## config.mk

```make
export PLATFORM = sky130hd
export DESIGN_NAME = fdcd_ctrl
export DESIGN_NICKNAME = d
export VERILOG_FILES = /design/src/rtl/core/fdcd_pkg.sv /design/src/rtl/core/fdcd_ctrl.sv
export SDC_FILE = /design/constraint.sdc
export NUM_CORES = 1
export LEC_CHECK = 0
export BUFFER_PORTS_ARGS = -buffer_cell sky130_fd_sc_hd__clkbuf_2
export CAP_MARGIN = 5
export CORE_MARGIN = 2
export CORE_UTILIZATION = 60
export CTS_BUF_LIST = sky130_fd_sc_hd__clkbuf_2 sky130_fd_sc_hd__clkbuf_4 sky130_fd_sc_hd__clkbuf_8
export CTS_CLUSTER_DIAMETER = 60
export CTS_CLUSTER_SIZE = 28
export DETAILED_ROUTE_END_ITERATION = 10
export PLACE_DENSITY = 0.82
export SYNTH_ARGS = -nofsm -noshare
export SYNTH_HDL_FRONTEND = slang
export SYNTH_SLANG_ARGS = --single-unit
```

## constraint.sdc

```tcl
create_clock -name clock -period 11.7 [get_ports clock]
set_input_delay 0 -clock clock [delete_from_list [all_inputs] [get_ports clock]]
set_output_delay 0 -clock clock [all_outputs]
set_load 0.05 [all_outputs]
```

## src/rtl/core/fdcd_pkg.sv

```systemverilog
// Shared types, widths and constants for the frame difference change detector.
// No dependencies; imported by every module of the block but fdcd_ram.
`timescale 1ns / 1ps
`default_nettype none

package fdcd_pkg;

   localparam int unsigned MAX_REGION_PIXELS = 524288;
   localparam int unsigned MAX_FRAME_DIM     = 4096;

   localparam int unsigned ADDR_W   = $clog2(MAX_REGION_PIXELS);
   localparam int unsigned REGION_W = ADDR_W + 1;
   localparam int unsigned DIM_W    = 13;
   localparam int unsigned POS_W    = 12;
   localparam int unsigned PCT_W    = 7;
   localparam int unsigned CHAN_W   = 8;
   localparam int unsigned PIXEL_W  = 3 * CHAN_W;
   localparam int unsigned DIV_W    = REGION_W + PCT_W;

   localparam int unsigned CSR_INDEX_W = 3;
   localparam int unsigned CSR_DATA_W  = DIM_W;

   localparam logic [CSR_INDEX_W-1:0] REG_FRAME_WIDTH  = 3'd0;
   localparam logic [CSR_INDEX_W-1:0] REG_FRAME_HEIGHT = 3'd1;
   localparam logic [CSR_INDEX_W-1:0] REG_ROI_LEFT     = 3'd2;
   localparam logic [CSR_INDEX_W-1:0] REG_ROI_TOP      = 3'd3;
   localparam logic [CSR_INDEX_W-1:0] REG_ROI_WIDTH    = 3'd4;
   localparam logic [CSR_INDEX_W-1:0] REG_ROI_HEIGHT   = 3'd5;
   localparam logic [CSR_INDEX_W-1:0] REG_PCT_LIMIT    = 3'd6;
   localparam logic [CSR_INDEX_W-1:0] REG_RUNNING      = 3'd7;

   localparam logic [DIM_W-1:0] FRAME_WIDTH_RESET  = 13'd640;
   localparam logic [DIM_W-1:0] FRAME_HEIGHT_RESET = 13'd480;
   localparam logic [DIM_W-1:0] ROI_WIDTH_RESET    = 13'd640;
   localparam logic [DIM_W-1:0] ROI_HEIGHT_RESET   = 13'd480;
   localparam logic [PCT_W-1:0] PCT_LIMIT_RESET    = 7'd70;
   localparam logic [DIM_W-1:0] DIM_MAX            = DIM_W'(MAX_FRAME_DIM);
   localparam logic [REGION_W-1:0] REGION_LIMIT    = REGION_W'(MAX_REGION_PIXELS);

   localparam int unsigned GRAY_WEIGHT_W = 14;
   localparam int unsigned GRAY_PROD_W   = CHAN_W + GRAY_WEIGHT_W;
   localparam int unsigned GRAY_SUM_W    = GRAY_PROD_W + 1;
   localparam int unsigned GRAY_W        = GRAY_SUM_W - GRAY_WEIGHT_W;
   localparam logic [GRAY_WEIGHT_W-1:0] GRAY_WEIGHT_RED   = 14'd4899;
   localparam logic [GRAY_WEIGHT_W-1:0] GRAY_WEIGHT_GREEN = 14'd9617;
   localparam logic [GRAY_WEIGHT_W-1:0] GRAY_WEIGHT_BLUE  = 14'd1868;
   localparam logic [GRAY_SUM_W-1:0]    GRAY_ROUND        = 23'd8192;
   localparam logic [GRAY_W-1:0]        GRAY_LIMIT        = 9'd30;

   localparam logic [PCT_W-1:0] PCT_SCALE = 7'd100;

   typedef struct packed {
      logic [CHAN_W-1:0] blue;
      logic [CHAN_W-1:0] green;
      logic [CHAN_W-1:0] red;
      logic              frame_end;
   } req_word_type;

   typedef struct packed {
      logic [PCT_W-1:0] change_percent;
      logic             compared;
      logic             change_latched;
   } rsp_word_type;

   typedef struct packed {
      logic [DIM_W-1:0]    fw;
      logic [DIM_W-1:0]    fh;
      logic [POS_W-1:0]    left;
      logic [POS_W-1:0]    top;
      logic [DIM_W-1:0]    col_end;
      logic [DIM_W-1:0]    line_end;
      logic [REGION_W-1:0] area;
   } geom_type;

   typedef struct packed {
      logic latch;
      logic busy;
   } ctrl_status_type;

endpackage

`default_nettype wire

```

## src/rtl/core/fdcd_ctrl.sv

```systemverilog
// Frame sequencer: raster counters, store addressing, changed count,
// percentage divider, change latch and result register. Depends on fdcd_pkg.
`timescale 1ns / 1ps
`default_nettype none

module fdcd_ctrl import fdcd_pkg::*; (
   input  logic               clock,
   input  logic               reset,
   input  logic               req_valid,
   output logic               req_stall,
   input  req_word_type       req_data,
   output logic               rsp_valid,
   input  logic               rsp_stall,
   output rsp_word_type       rsp_data,
   input  geom_type           geom,
   input  logic               geom_ready,
   input  logic               cfg_write,
   input  logic [PCT_W-1:0]   limit,
   input  logic               running,
   output logic               ram_we,
   output logic [ADDR_W-1:0]  ram_addr,
   output logic [PIXEL_W-1:0] ram_wdata,
   output logic               cmp_en,
   input  logic               hit,
   output ctrl_status_type    status
);

   localparam logic [2:0] ST_RUN    = 3'd0;
   localparam logic [2:0] ST_DRAIN  = 3'd1;
   localparam logic [2:0] ST_SETTLE = 3'd2;
   localparam logic [2:0] ST_LOAD   = 3'd3;
   localparam logic [2:0] ST_DIV    = 3'd4;
   localparam logic [2:0] ST_POST   = 3'd5;

   localparam int unsigned QCNT_W = $clog2(PCT_W);
   localparam logic [QCNT_W-1:0] QCNT_TOP = QCNT_W'(PCT_W - 1);

   logic [2:0]          state_ff, state_in;
   logic [POS_W-1:0]    column_ff, column_in, line_ff, line_in;
   logic [REGION_W-1:0] region_ff, region_in;
   logic [REGION_W-1:0] changed_ff, changed_in;
   logic                overrun_ff, overrun_in;
   logic                prev_valid_ff, prev_valid_in;
   logic                latch_ff, latch_in;
   logic                cmp_frame_ff, cmp_frame_in;
   logic [DIV_W-1:0]    rem_ff, rem_in;
   logic [PCT_W-1:0]    quot_ff, quot_in;
   logic [QCNT_W-1:0]   qcnt_ff, qcnt_in;
   logic                rsp_valid_ff, rsp_valid_in;
   rsp_word_type        rsp_data_ff, rsp_data_in;

   logic                comparing, accept, in_region, slot_free, latch_next;
   logic [DIM_W-1:0]    column_inc, line_inc;
   logic [REGION_W-1:0] region_step;
   logic [DIV_W-1:0]    divisor_sh;
   logic [PCT_W-1:0]    pct;

   always_comb begin
      comparing  = prev_valid_ff && !latch_ff;
      req_stall  = !geom_ready || (state_ff != ST_RUN);
      accept     = req_valid && !req_stall;
      in_region  = !overrun_ff
                   && ({1'b0, column_ff} >= {1'b0, geom.left})
                   && ({1'b0, column_ff} < geom.col_end)
                   && ({1'b0, line_ff} >= {1'b0, geom.top})
                   && ({1'b0, line_ff} < geom.line_end)
                   && (region_ff < geom.area);
      ram_we     = accept && in_region;
      ram_addr   = region_ff[ADDR_W-1:0];
      ram_wdata  = {req_data.red, req_data.green, req_data.blue};
      cmp_en     = ram_we && comparing;
      column_inc = {1'b0, column_ff} + DIM_W'(1);
      line_inc   = {1'b0, line_ff} + DIM_W'(1);
      region_step = in_region ? region_ff + REGION_W'(1) : region_ff;
      divisor_sh = {{PCT_W{1'b0}}, geom.area} << qcnt_ff;
      slot_free  = !rsp_valid_ff || !rsp_stall;
      pct        = cmp_frame_ff ? quot_ff : '0;
      latch_next = latch_ff || (cmp_frame_ff && running && (pct >= limit));

      state_in      = state_ff;
      column_in     = column_ff;
      line_in       = line_ff;
      region_in     = region_ff;
      changed_in    = changed_ff + {{(REGION_W-1){1'b0}}, hit};
      overrun_in    = overrun_ff;
      prev_valid_in = prev_valid_ff;
      latch_in      = latch_ff;
      cmp_frame_in  = cmp_frame_ff;
      rem_in        = rem_ff;
      quot_in       = quot_ff;
      qcnt_in       = qcnt_ff;
      rsp_data_in   = rsp_data_ff;
      rsp_valid_in  = rsp_valid_ff && rsp_stall;

      case (state_ff)
         ST_RUN: begin
            if (accept) begin
               region_in = region_step;
               if (!overrun_ff) begin
                  if (column_inc >= geom.fw) begin
                     column_in = '0;
                     if (line_inc >= geom.fh) begin
                        overrun_in = 1'b1;
                     end else begin
                        line_in = line_inc[POS_W-1:0];
                     end
                  end else begin
                     column_in = column_inc[POS_W-1:0];
                  end
               end
               if (req_data.frame_end) begin
                  cmp_frame_in  = comparing;
                  prev_valid_in = (region_step == geom.area);
                  column_in     = '0;
                  line_in       = '0;
                  region_in     = '0;
                  overrun_in    = 1'b0;
                  state_in      = ST_DRAIN;
               end
            end
         end
         ST_DRAIN: begin
            state_in = ST_SETTLE;
         end
         ST_SETTLE: begin
            state_in = ST_LOAD;
         end
         ST_LOAD: begin
            rem_in     = {{PCT_W{1'b0}}, changed_ff} * {{REGION_W{1'b0}}, PCT_SCALE};
            changed_in = '0;
            qcnt_in    = QCNT_TOP;
            state_in   = ST_DIV;
         end
         ST_DIV: begin
            if (rem_ff >= divisor_sh) begin
               rem_in  = rem_ff - divisor_sh;
               quot_in = {quot_ff[PCT_W-2:0], 1'b1};
            end else begin
               quot_in = {quot_ff[PCT_W-2:0], 1'b0};
            end
            if (qcnt_ff == '0) begin
               state_in = ST_POST;
            end else begin
               qcnt_in = qcnt_ff - QCNT_W'(1);
            end
         end
         ST_POST: begin
            if (slot_free) begin
               latch_in                   = latch_next;
               rsp_data_in.change_percent = pct;
               rsp_data_in.compared       = cmp_frame_ff;
               rsp_data_in.change_latched = latch_next;
               rsp_valid_in               = 1'b1;
               state_in                   = ST_RUN;
            end
         end
         default: begin
            state_in = ST_RUN;
         end
      endcase

      if (cfg_write) begin
         prev_valid_in = 1'b0;
         column_in     = '0;
         line_in       = '0;
         region_in     = '0;
         changed_in    = '0;
         overrun_in    = 1'b0;
         state_in      = ST_RUN;
      end
   end

   always_ff @(posedge clock) begin
      if (reset) begin
         state_ff      <= ST_RUN;
         column_ff     <= '0;
         line_ff       <= '0;
         region_ff     <= '0;
         changed_ff    <= '0;
         overrun_ff    <= 1'b0;
         prev_valid_ff <= 1'b0;
         latch_ff      <= 1'b0;
         rsp_valid_ff  <= 1'b0;
      end else begin
         state_ff      <= state_in;
         column_ff     <= column_in;
         line_ff       <= line_in;
         region_ff     <= region_in;
         changed_ff    <= changed_in;
         overrun_ff    <= overrun_in;
         prev_valid_ff <= prev_valid_in;
         latch_ff      <= latch_in;
         rsp_valid_ff  <= rsp_valid_in;
      end
      cmp_frame_ff <= cmp_frame_in;
      rem_ff       <= rem_in;
      quot_ff      <= quot_in;
      qcnt_ff      <= qcnt_in;
      rsp_data_ff  <= rsp_data_in;
   end

   assign rsp_valid    = rsp_valid_ff;
   assign rsp_data     = rsp_data_ff;
   assign status.latch = latch_ff;
   assign status.busy  = (state_ff != ST_RUN);

endmodule

`default_nettype wire

```

After elaboration in Yosys (flattened, before gate mapping). Cells that the tools add are included.

Register bits after elaboration: 118. Output and inout port bits: 58. Word-level logic and storage cells: 109. Bits of input ports: 136.

Shift operators: 1. Equal/unequal tests: 14. Multipliers: 1. $add $sub $neg: 6. Magnitude comparators: 9. Reductions and logical operators: 36. Multiplexer cells: 26.

Operators with widths (number): 2-to-1 mux 12 bit (7); one-hot mux 27 bit (2 select lines) (1); 2-to-1 mux 20 bit (2); greater-or-equal comparator 27 bit (1); 2-to-1 mux 27 bit (1); left shift 20 x 3 -> 27 bit (1); subtractor 27 bit (1); adder 12 x 1 -> 13 bit (second input constant) (2); greater-or-equal comparator 13 bit (2); < comparator 12 x 13 -> 1 bit (2); multiplier 20 x 5 -> 25 bit (second input constant) (1); greater-or-equal comparator 12 bit (2); adder 20 x 1 -> 20 bit (1); adder 20 x 1 -> 20 bit (second input constant) (1); == test 20 bit (1); < comparator 20 bit (1); one-hot mux 3 bit (6 select lines) (1); != test 2 bit (second input constant) (8); 2-to-1 mux 3 bit (5); logical AND 1 bit (12); AND reduction 2 bit (4); greater-or-equal comparator 7 bit (1); 2-to-1 mux 1 bit (7); 2-to-1 mux 7 bit (1); other kinds (15) (27).

Logic depth before layout (Yosys ltp). Gate-level depths: netlist (run 1).

Word-level depth: 8. Gate-level depth with buffers: 20. Mapped depth without buffers: 17.

Least setup slack after synthesis (run 1). No wires, ideal clock.

Path type: register -> register. Start point: register qcnt_ff[0]. End point: register rem_ff[0], enable pin. Setup slack: 7.490 ns. Required time: 11.393 ns. Arrival: 3.904 ns. Stages on the path, launching flop included: 19. Buffers on the path: 3. Library setup time: 0.307 ns. Clock period less this slack: 4.210 ns. Cell sequence: edfxtp_1 > clkbuf_1 > buf_1 > mux2i_1 > a21oi_1 > mux2i_1 > ha_1 > clkbuf_1 > a21o_1 > a21oi_1 > nor2b_1 > o21ai_0 > a31oi_1 > a211o_1 > a21oi_1 > o21ai_0 > o211ai_1 > a31oi_1 > a21bo_2.

Cells in the longest elaborated chain, start to end: 4.

Ends and longest elaborated chain: from (decl) (RTL line fdcd_ctrl.sv:48) `logic [QCNT_W-1:0] qcnt_ff, qcnt_in;`; from (signal assigned) (RTL line fdcd_ctrl.sv:198) `qcnt_ff <= qcnt_in;`; left shift 20 x 3 -> 27 bit (RTL line fdcd_ctrl.sv:75) `divisor_sh = {{PCT_W{1'b0}}, geom.area} << qcnt_ff;`; greater-or-equal comparator 27 bit (RTL line fdcd_ctrl.sv:135) `if (rem_ff >= divisor_sh) begin`; != test 2 bit (no source line); AND reduction 2 bit (no source line); to (signal assigned) (RTL line fdcd_ctrl.sv:196) `rem_ff <= rem_in;`; to (decl) (RTL line fdcd_ctrl.sv:46) `logic [DIV_W-1:0] rem_ff, rem_in;`.

Every way passes these cells. A chain may end at the register's enable or synchronous reset.

Final worst setup path (run 1).
Start point: register qcnt_ff[1]. End point: register rem_ff[0], enable pin.

The elaborated chain is that of the path after synthesis.

==> results.yml, run 1 <==
global_route:
  grt_pass1_vias: 10800
  antenna_found_initial: 1
  grt-ovfl-total: 0
  grt_pass1_wl_mm: 50.9
  grt_max_degree: 38
  grt_use_total_pct: 28.4
worst_setup_path:
  worst_r2r_endpoint: "rem_ff[0]"
  setup.worst_path.start_class: "flip-flop"
  r2r_start: "qcnt_ff[1]"
  worst-path-max-fanout: 27
  worstSetupStartpoint: "qcnt_ff[1]"
  cp_top_family: "compound AO/OA/AOI/OAI gates"
  end_kind: "flip-flop"
  cp_data_required_time_ps: 11790
  crit_end: "rem_ff[0]"
  cp_cell_sequence: "inv_1 -> mux2i_1 -> nand2b_1 -> ha_1 -> o21ai_0 -> a21boi_0 -> o21ai_0 -> a31oi_1 -> a211o_1 -> a21oi_1 -> o21ai_0 -> o211ai_1 -> a31oi_1 -> a21bo_2"
  critPathSlowestCell: "edfxtp_1"
  r2r_cells: 14
  path_buf_inv: 1
  crit_top_cell: "o21ai_0"
  r2r_slack_ps: 6750
  slowest_delay_ps: 860
  worstPathArrival_ps: 5030
  setup.worst_path.class: "flip-flop to flip-flop"
  crit_cells: 14
place:
  pre_cts_slack_ps: 6890
  gp_congestion: 0.958
  hpwlAfterDp_mm: 24.3
  dp_cells: 1853
  port_buffers: 145
clock_network:
  cts-root-buf: "clkbuf_8"
  postCtsSetupRepairBufs: 0
  htree_levels: 4
  clockBufferDepth: 2
  post_cts_resized: 0
  cts_tree: "built"
  cts_buffers: 17
  clk_pin_slew_ps: 70
  clk_latency_ps: 460
  cts_sinks: 118
power_and_ir_drop:
  power_density_mw_per_mm2: 71.3
  peakVddDrop_mv: 0.0650
  cellLeakagePower_nw: 6.91
drt:
  wl_per_cell_um: 16.2
  vias: 11000
  drc: 0
  ant_nets: 0
  drtIter0Drc: 822
  detail_route.first_pass.iterations: 5
  routed_wl_mm: 30.7
  vias_per_cell: 5.82
floorplanning:
  initial_core_util_pct: 61.5
  floorplan.rows: 52
  die_w_um: 148
  die_y_um: 148
  core_mm2: 0.0203
  ios: 194
  dieArea_mm2: 0.0220
timing:
  finalSetupTns_ps: 0
  clock.fmax_mhz: 202
  max_slew_margin_pct: 30.8
  fin_crit_sh_pct: 42.3
  fin_crit_ps: 4950
  worst_slack_ps: 6750
  setup_viol: 0
  slew_violations: 0
  hold_violations: 0
  rsz0062_at_grt: "false"
  worst_pin_slew_ps: 1040
  worst_clock_skew_ps: 14.2
min_path:
  hold_path_class: "input port to primary output"
final_layout:
  syn_to_final_growth_pct: 8.70
  antenna_cells: 0
  fin_cells: 1890
  layout_commonest_cell: "ha_1"
  drive_gt1_share_pct: 13.0
  finalNetCount: 1955
  fillers: 1727
  layout_common_cells: "196 x ha_1, 188 x inv_1, 145 x clkbuf_2"
yosys:
  synthMuxAreaShare_pct: 3.92
  synth.distinct_cells: 75
  synth_area_mm2: 0.0125
  ys.flop_type: "dfxtp_1"
  synth_edf_count: 47
  ys_ff_latch: 118
  synth_top_family_by_area: "adder cells"
  synth-simple-area-share_pct: 18.3
  syn_area_per_cell_um2: 8.21
  synthAdderAreaFrac_pct: 22.2
  synthCells: 1520
  ys_warn_count: 0
  synth-seq-area-share_pct: 22.7
  async_flop_share_pct: 0
  synthesis.nets: 1868
  synth_xor_area_share_pct: 8.14
  synth_compound_area_share_pct: 15.2
status:
  outcome: "finished clean"
run:
  drv_cap: 0
==> Yosys cell counts, types with 7 or more instances <==
library cell  instances  area [um^2]
ha_1                196         2450
xnor2_1              66          578
nand2_1             118          443
buf_4                44          330
nor2_1              118          443
a21oi_1              99          495
inv_1               188          706
and2_1               14         87.6
nand3b_1             10         75.1
clkbuf_1             37          139
edfxtp_1             47         1410
and3_1               32          200
o211ai_1             11         82.6
mux4_2                7          158
nor3_1               22          110
a21o_1               28          210
a31oi_1              13         81.3
xor2_1               50          438
o21ai_0              77          385
dfxtp_1              71         1420
o21a_1                8         60.1
mux2i_1              32          320
nand4_1              20          125
fa_1                 16          320
nand2b_1             21          131
a211oi_1              8         60.1
or2_2                 9         56.3
nand3_1              40          200
nor2b_1              17          106
==> report_power, final <==
| group | switching (W) | internal [W] | total (W) |
|---|---|---|---|
| registers | 0.000000887 | 0.000424 | 0.000425 |
| logic | 0.0000673 | 0.0000494 | 0.000117 |
| clock network | 0.000183 | 0.000243 | 0.000426 |
==> what timing repair did <==
action	4_1_cts	5_1_grt
hold buffers	5	0
endpoints found under the hold margin	5	0
setup endpoints to repair	0	0
==> how the worst min path moves through the flow <==
stage	from	end	slack, ps	cells past startpoint
finish	req_data[14]	ram_wdata[13]	0.02	0
global route	req_data[5]	ram_wdata[20]	0.08	0
CTS	req_data[17]	ram_wdata[0]	0.3	0
detailed placement	req_data[17]	ram_wdata[0]	0.3	0
global placement	req_data[17]	ram_wdata[0]	0.3	0
floorplan	reset	rsp_valid	70	1
==> through the flow <==
step / total power [W] / cell area (um^2) / hold WS [ps] / utilization (%)
5_1_grt: 0.00100 / 13600 / 0.0817 / 66.9
3_3_place_gp: 0.000545 / 13100 / 0.341 / 64.5
3_5_place_dp: 0.000548 / 13100 / 0.341 / 64.5
6_report: 0.000968 / 13600 / 0.0193 / 66.9
2_1_floorplan: 0.000526 / 12500 / 69.1 / -
4_1_cts: 0.000971 / 13600 / 0.341 / 66.9
==> flip-flops by register name, summed over array words and instances, names as in the netlist <==
name	cells
changed_ff	20
cmp_frame_ff	1
column_ff	12
latch_ff	1
line_ff	12
overrun_ff	1
prev_valid_ff	1
qcnt_ff	3
quot_ff	7
region_ff	20
rem_ff	27
rsp_data	9
rsp_valid	1
state_ff	3
==> cell type report <==
class	instances	area (um^2)	share of cell area, %
Clock buffer	20	263	1.94
Sequential cell	118	2830	20.9
Clock inverter	12	175	1.29
Inverter	188	706	5.20
Multi-Input combinational cell	1128	8450	62.3
Tap cell	270	338	2.49
Timing Repair Buffer	154	806	5.94
==> routing by layer <==
metal	GRT usage, %	part of all wire [%]
met1	37.4	45
met2	48.2	47
met3	4.60	6.5
met4	8.10	1.9
met5	0	0.055
==> cells by family after synthesis <==
group | Yosys count
AO/OA/AOI/OAI | 305
AND/OR/NAND/NOR | 455
adder cells (fa/ha/maj) | 212
XOR/XNOR | 116
buffers and inverters | 274
multiplexers | 40
flip-flops | 118
Power figures use the tool's default switching activity.
==> run 2, diff against run 1 <==
--- a/config.mk
+++ b/config.mk
@@ -5,15 +5,16 @@
 export SDC_FILE = /design/constraint.sdc
 export NUM_CORES = 1
 export LEC_CHECK = 0
+export ABC_AREA = 1
 export BUFFER_PORTS_ARGS = -buffer_cell sky130_fd_sc_hd__clkbuf_2
 export CAP_MARGIN = 5
 export CORE_MARGIN = 2
-export CORE_UTILIZATION = 60
+export CORE_UTILIZATION = 55
 export CTS_BUF_LIST = sky130_fd_sc_hd__clkbuf_2 sky130_fd_sc_hd__clkbuf_4 sky130_fd_sc_hd__clkbuf_8
 export CTS_CLUSTER_DIAMETER = 60
 export CTS_CLUSTER_SIZE = 28
 export DETAILED_ROUTE_END_ITERATION = 10
-export PLACE_DENSITY = 0.82
+export PLACE_DENSITY = 0.78
 export SYNTH_ARGS = -nofsm -noshare
 export SYNTH_HDL_FRONTEND = slang
 export SYNTH_SLANG_ARGS = --single-unit
==> constraint.sdc (replaced) <==
create_clock -name clock -period 4 [get_ports clock]
set_input_delay 0 -clock clock [delete_from_list [all_inputs] [get_ports clock]]
set_output_delay 0 -clock clock [all_outputs]
set_load 0.05 [all_outputs]
==> results.yml, run 2 <==
clock_network:
  cts_sinks: 118
  cts_tree: "built"
  htree_levels: 4
  clk_latency_ps: 470
  cts-root-buf: "clkbuf_8"
  clockBufferDepth: 2
  cts_buffers: 17
  clk_pin_slew_ps: 80
floorplanning:
  dieArea_mm2: 0.0249
  initial_core_util_pct: 55.7
  die_y_um: 158
  floorplan.rows: 56
  ios: 194
  core_mm2: 0.0233
  die_w_um: 158
yosys:
  synth_area_mm2: 0.0130
  ys.flop_type: "dfxtp_1"
  syn_area_per_cell_um2: 6.76
  synth.distinct_cells: 51
  synthAdderAreaFrac_pct: 21.3
  synth_edf_count: 47
  synthCells: 1923
  synth_xor_area_share_pct: 3.17
  synthMuxAreaShare_pct: 0.780
  ys_warn_count: 0
  synth_compound_area_share_pct: 13.9
  synth.top_cells.by_count: "446 x nand2_1, 331 x inv_1, 196 x ha_1"
  synth-seq-area-share_pct: 21.8
  synthTopCellsByArea: "ha_1 19%, nand2_1 13%, dfxtp_1 11%"
  async_flop_share_pct: 0
  synth-simple-area-share_pct: 25.3
  synth_top_family_by_area: "simple AND/OR/NAND/NOR gates"
  ys_ff_latch: 118
  post-synth-top-count-cell: "nand2_1"
  synth_top_area_share_pct: 18.9
  synthesis.nets: 2271
  synth_area_leader_cell: "ha_1"
final_layout:
  drive_gt1_share_pct: 10.7
  syn_to_final_growth_pct: 9.26
  largest_register_ff_count: 27
  finalNetCount: 2370
  antenna_cells: 0
  largest_register: "rem_ff"
  layout_common_cells: "444 x nand2_1, 330 x inv_1, 196 x ha_1"
  reg_top3: "rem_ff: 27 flops, changed_ff: 20 flops, region_ff: 20 flops"
  layout_commonest_cell: "nand2_1"
global_route:
  grt_pass1_vias: 11900
  antenna_found_initial: 0
  grt-ovfl-total: 0
  grt_max_degree: 42
  grt_pass1_wl_mm: 54.7
  grt_use_total_pct: 27.2
place:
  hpwlAfterDp_mm: 26.7
  port_buffers: 145
  gp_congestion: 0.957
min_path:
  hold_path_class: "input port to primary output"
  hold_start: "req_data[14]"
  hold_path_depth: 0
  min_to: "ram_wdata[13]"
worst_setup_path:
  setup.worst_path.class: "flip-flop to flip-flop"
  r2r_start: "qcnt_ff[0]"
  critPathSlowestCell: "edfxtp_1"
  worst-path-max-fanout: 41
  cp_cell_sequence: "buf_12 -> inv_1 -> nand2_1 -> o21ai_0 -> nand2_1 -> ha_1 -> a21oi_1 -> o21ai_0 -> nand2_1 -> nand2_1 -> a21oi_2 -> inv_1 -> nand3_1 -> nand3_1 -> nand2_1 -> nand2_1 -> a221o_1 -> nand2_1 -> nand2_4 -> buf_12"
  worst_r2r_endpoint: "rem_ff[14]"
  cp_data_required_time_ps: 4220
  setup.worst_path.start_class: "flip-flop"
  path_buf_inv: 4
  slowest_delay_ps: 420
  crit_cells: 20
  worstPathArrival_ps: 3910
  r2r_cells: 20
  cp_top_family: "compound AO/OA/AOI/OAI gates"
  r2r_slack_ps: 310
  end_kind: "flip-flop"
  crit_top_cell: "nand2_1"
timing:
  hold_violations: 0
  setup_viol: 0
  rsz0062_at_grt: "false"
  clock.fmax_mhz: 271
  whs_ps: 0.0163
  max_slew_margin_pct: 33.6
  slew_violations: 0
  fin_crit_ps: 3690
  fin_crit_sh_pct: 92.4
  worst_pin_slew_ps: 996
  finalSetupTns_ps: 0
  worst_clock_skew_ps: 20.8
run:
  drv_cap: 0
power_and_ir_drop:
  cellLeakagePower_nw: 7.34
  peakVddDrop_mv: 0.187
  power_density_mw_per_mm2: 205
drt:
  ant_nets: 0
  routed_wl_mm: 33.5
  wl_per_cell_um: 14.2
  vias: 12600
  vias_per_cell: 5.35
  drtIter0Drc: 843
  drc: 0
  detail_route.first_pass.iterations: 8
status:
  outcome: "finished clean"
==> run 2: kinds of logic after synthesis <==
family,Yosys count
AOI/OAI and AO/OA,335
xor gates and xnor gates,47
adders and majority gates,212
buffers and inverters,419
DFF,118
muxes,10
and+or+nand+nor,782
==> run 2: area by class of cell <==
type	count	area, um^2
inverters	333	1250
fillers	2217	9140
repair buffers	166	922
well taps	319	399
flip-flops and latches	118	2830
clock buffers	17	234
clock inverters	15	156
multi-input cells	1386	8400
==> run 2: worst max-delay path by stage <==
stage / start / end
after floorplan: qcnt_ff[1] / rem_ff[0]
after global placement: qcnt_ff[0] / rem_ff[5]
after detailed placement: qcnt_ff[0] / rem_ff[8]
after CTS: qcnt_ff[0] / rem_ff[14]
after global routing: changed_ff[3] / rem_ff[22]
final: qcnt_ff[0] / rem_ff[14]
==> run 2: timing repair <==
| action | CTS | global route |
|---|---|---|
| resized for setup | 0 | 7 |
| buffers inserted | 0 | 3 |
| endpoints found under the hold margin | 4 | 0 |
| setup endpoints to repair | 0 | 30 |
| hold buffers | 4 | 0 |
==> run 2: through the flow <==
step	std cells	setup slack (ps)	power [W]	utilization [%]	cell area (um^2)
after floorplan	1923	262	0.00168	-	13000
after global placement	2315	324	0.00177	58.8	13700
after detailed placement	2315	169	0.00178	58.8	13700
after CTS	2351	153	0.00291	60.7	14200
after global routing	2354	30.5	0.00303	60.8	14200
final	2354	306	0.00291	60.8	14200
==> run 2: layer usage <==
| metal | up-vias | GRT usage (%) | part of all wire [%] |
|---|---|---|---|
| li1 | 6462 | - | - |
| met1 | 5667 | 33.6 | 44 |
| met2 | 384 | 47.5 | 48 |
| met3 | 83 | 4.13 | 5.4 |
| met4 | 0 | 10.6 | 3.0 |
| met5 | - | 0 | 0 |
==> run 2: report_power, final <==
group / total, W / internal, W / switching [W]
sequential: 0.00128 / 0.00126 / 0.0000151
clock: 0.00114 / 0.000553 / 0.000587
combinational: 0.000492 / 0.000181 / 0.000310
total: 0.00291 / 0.00199 / 0.000912
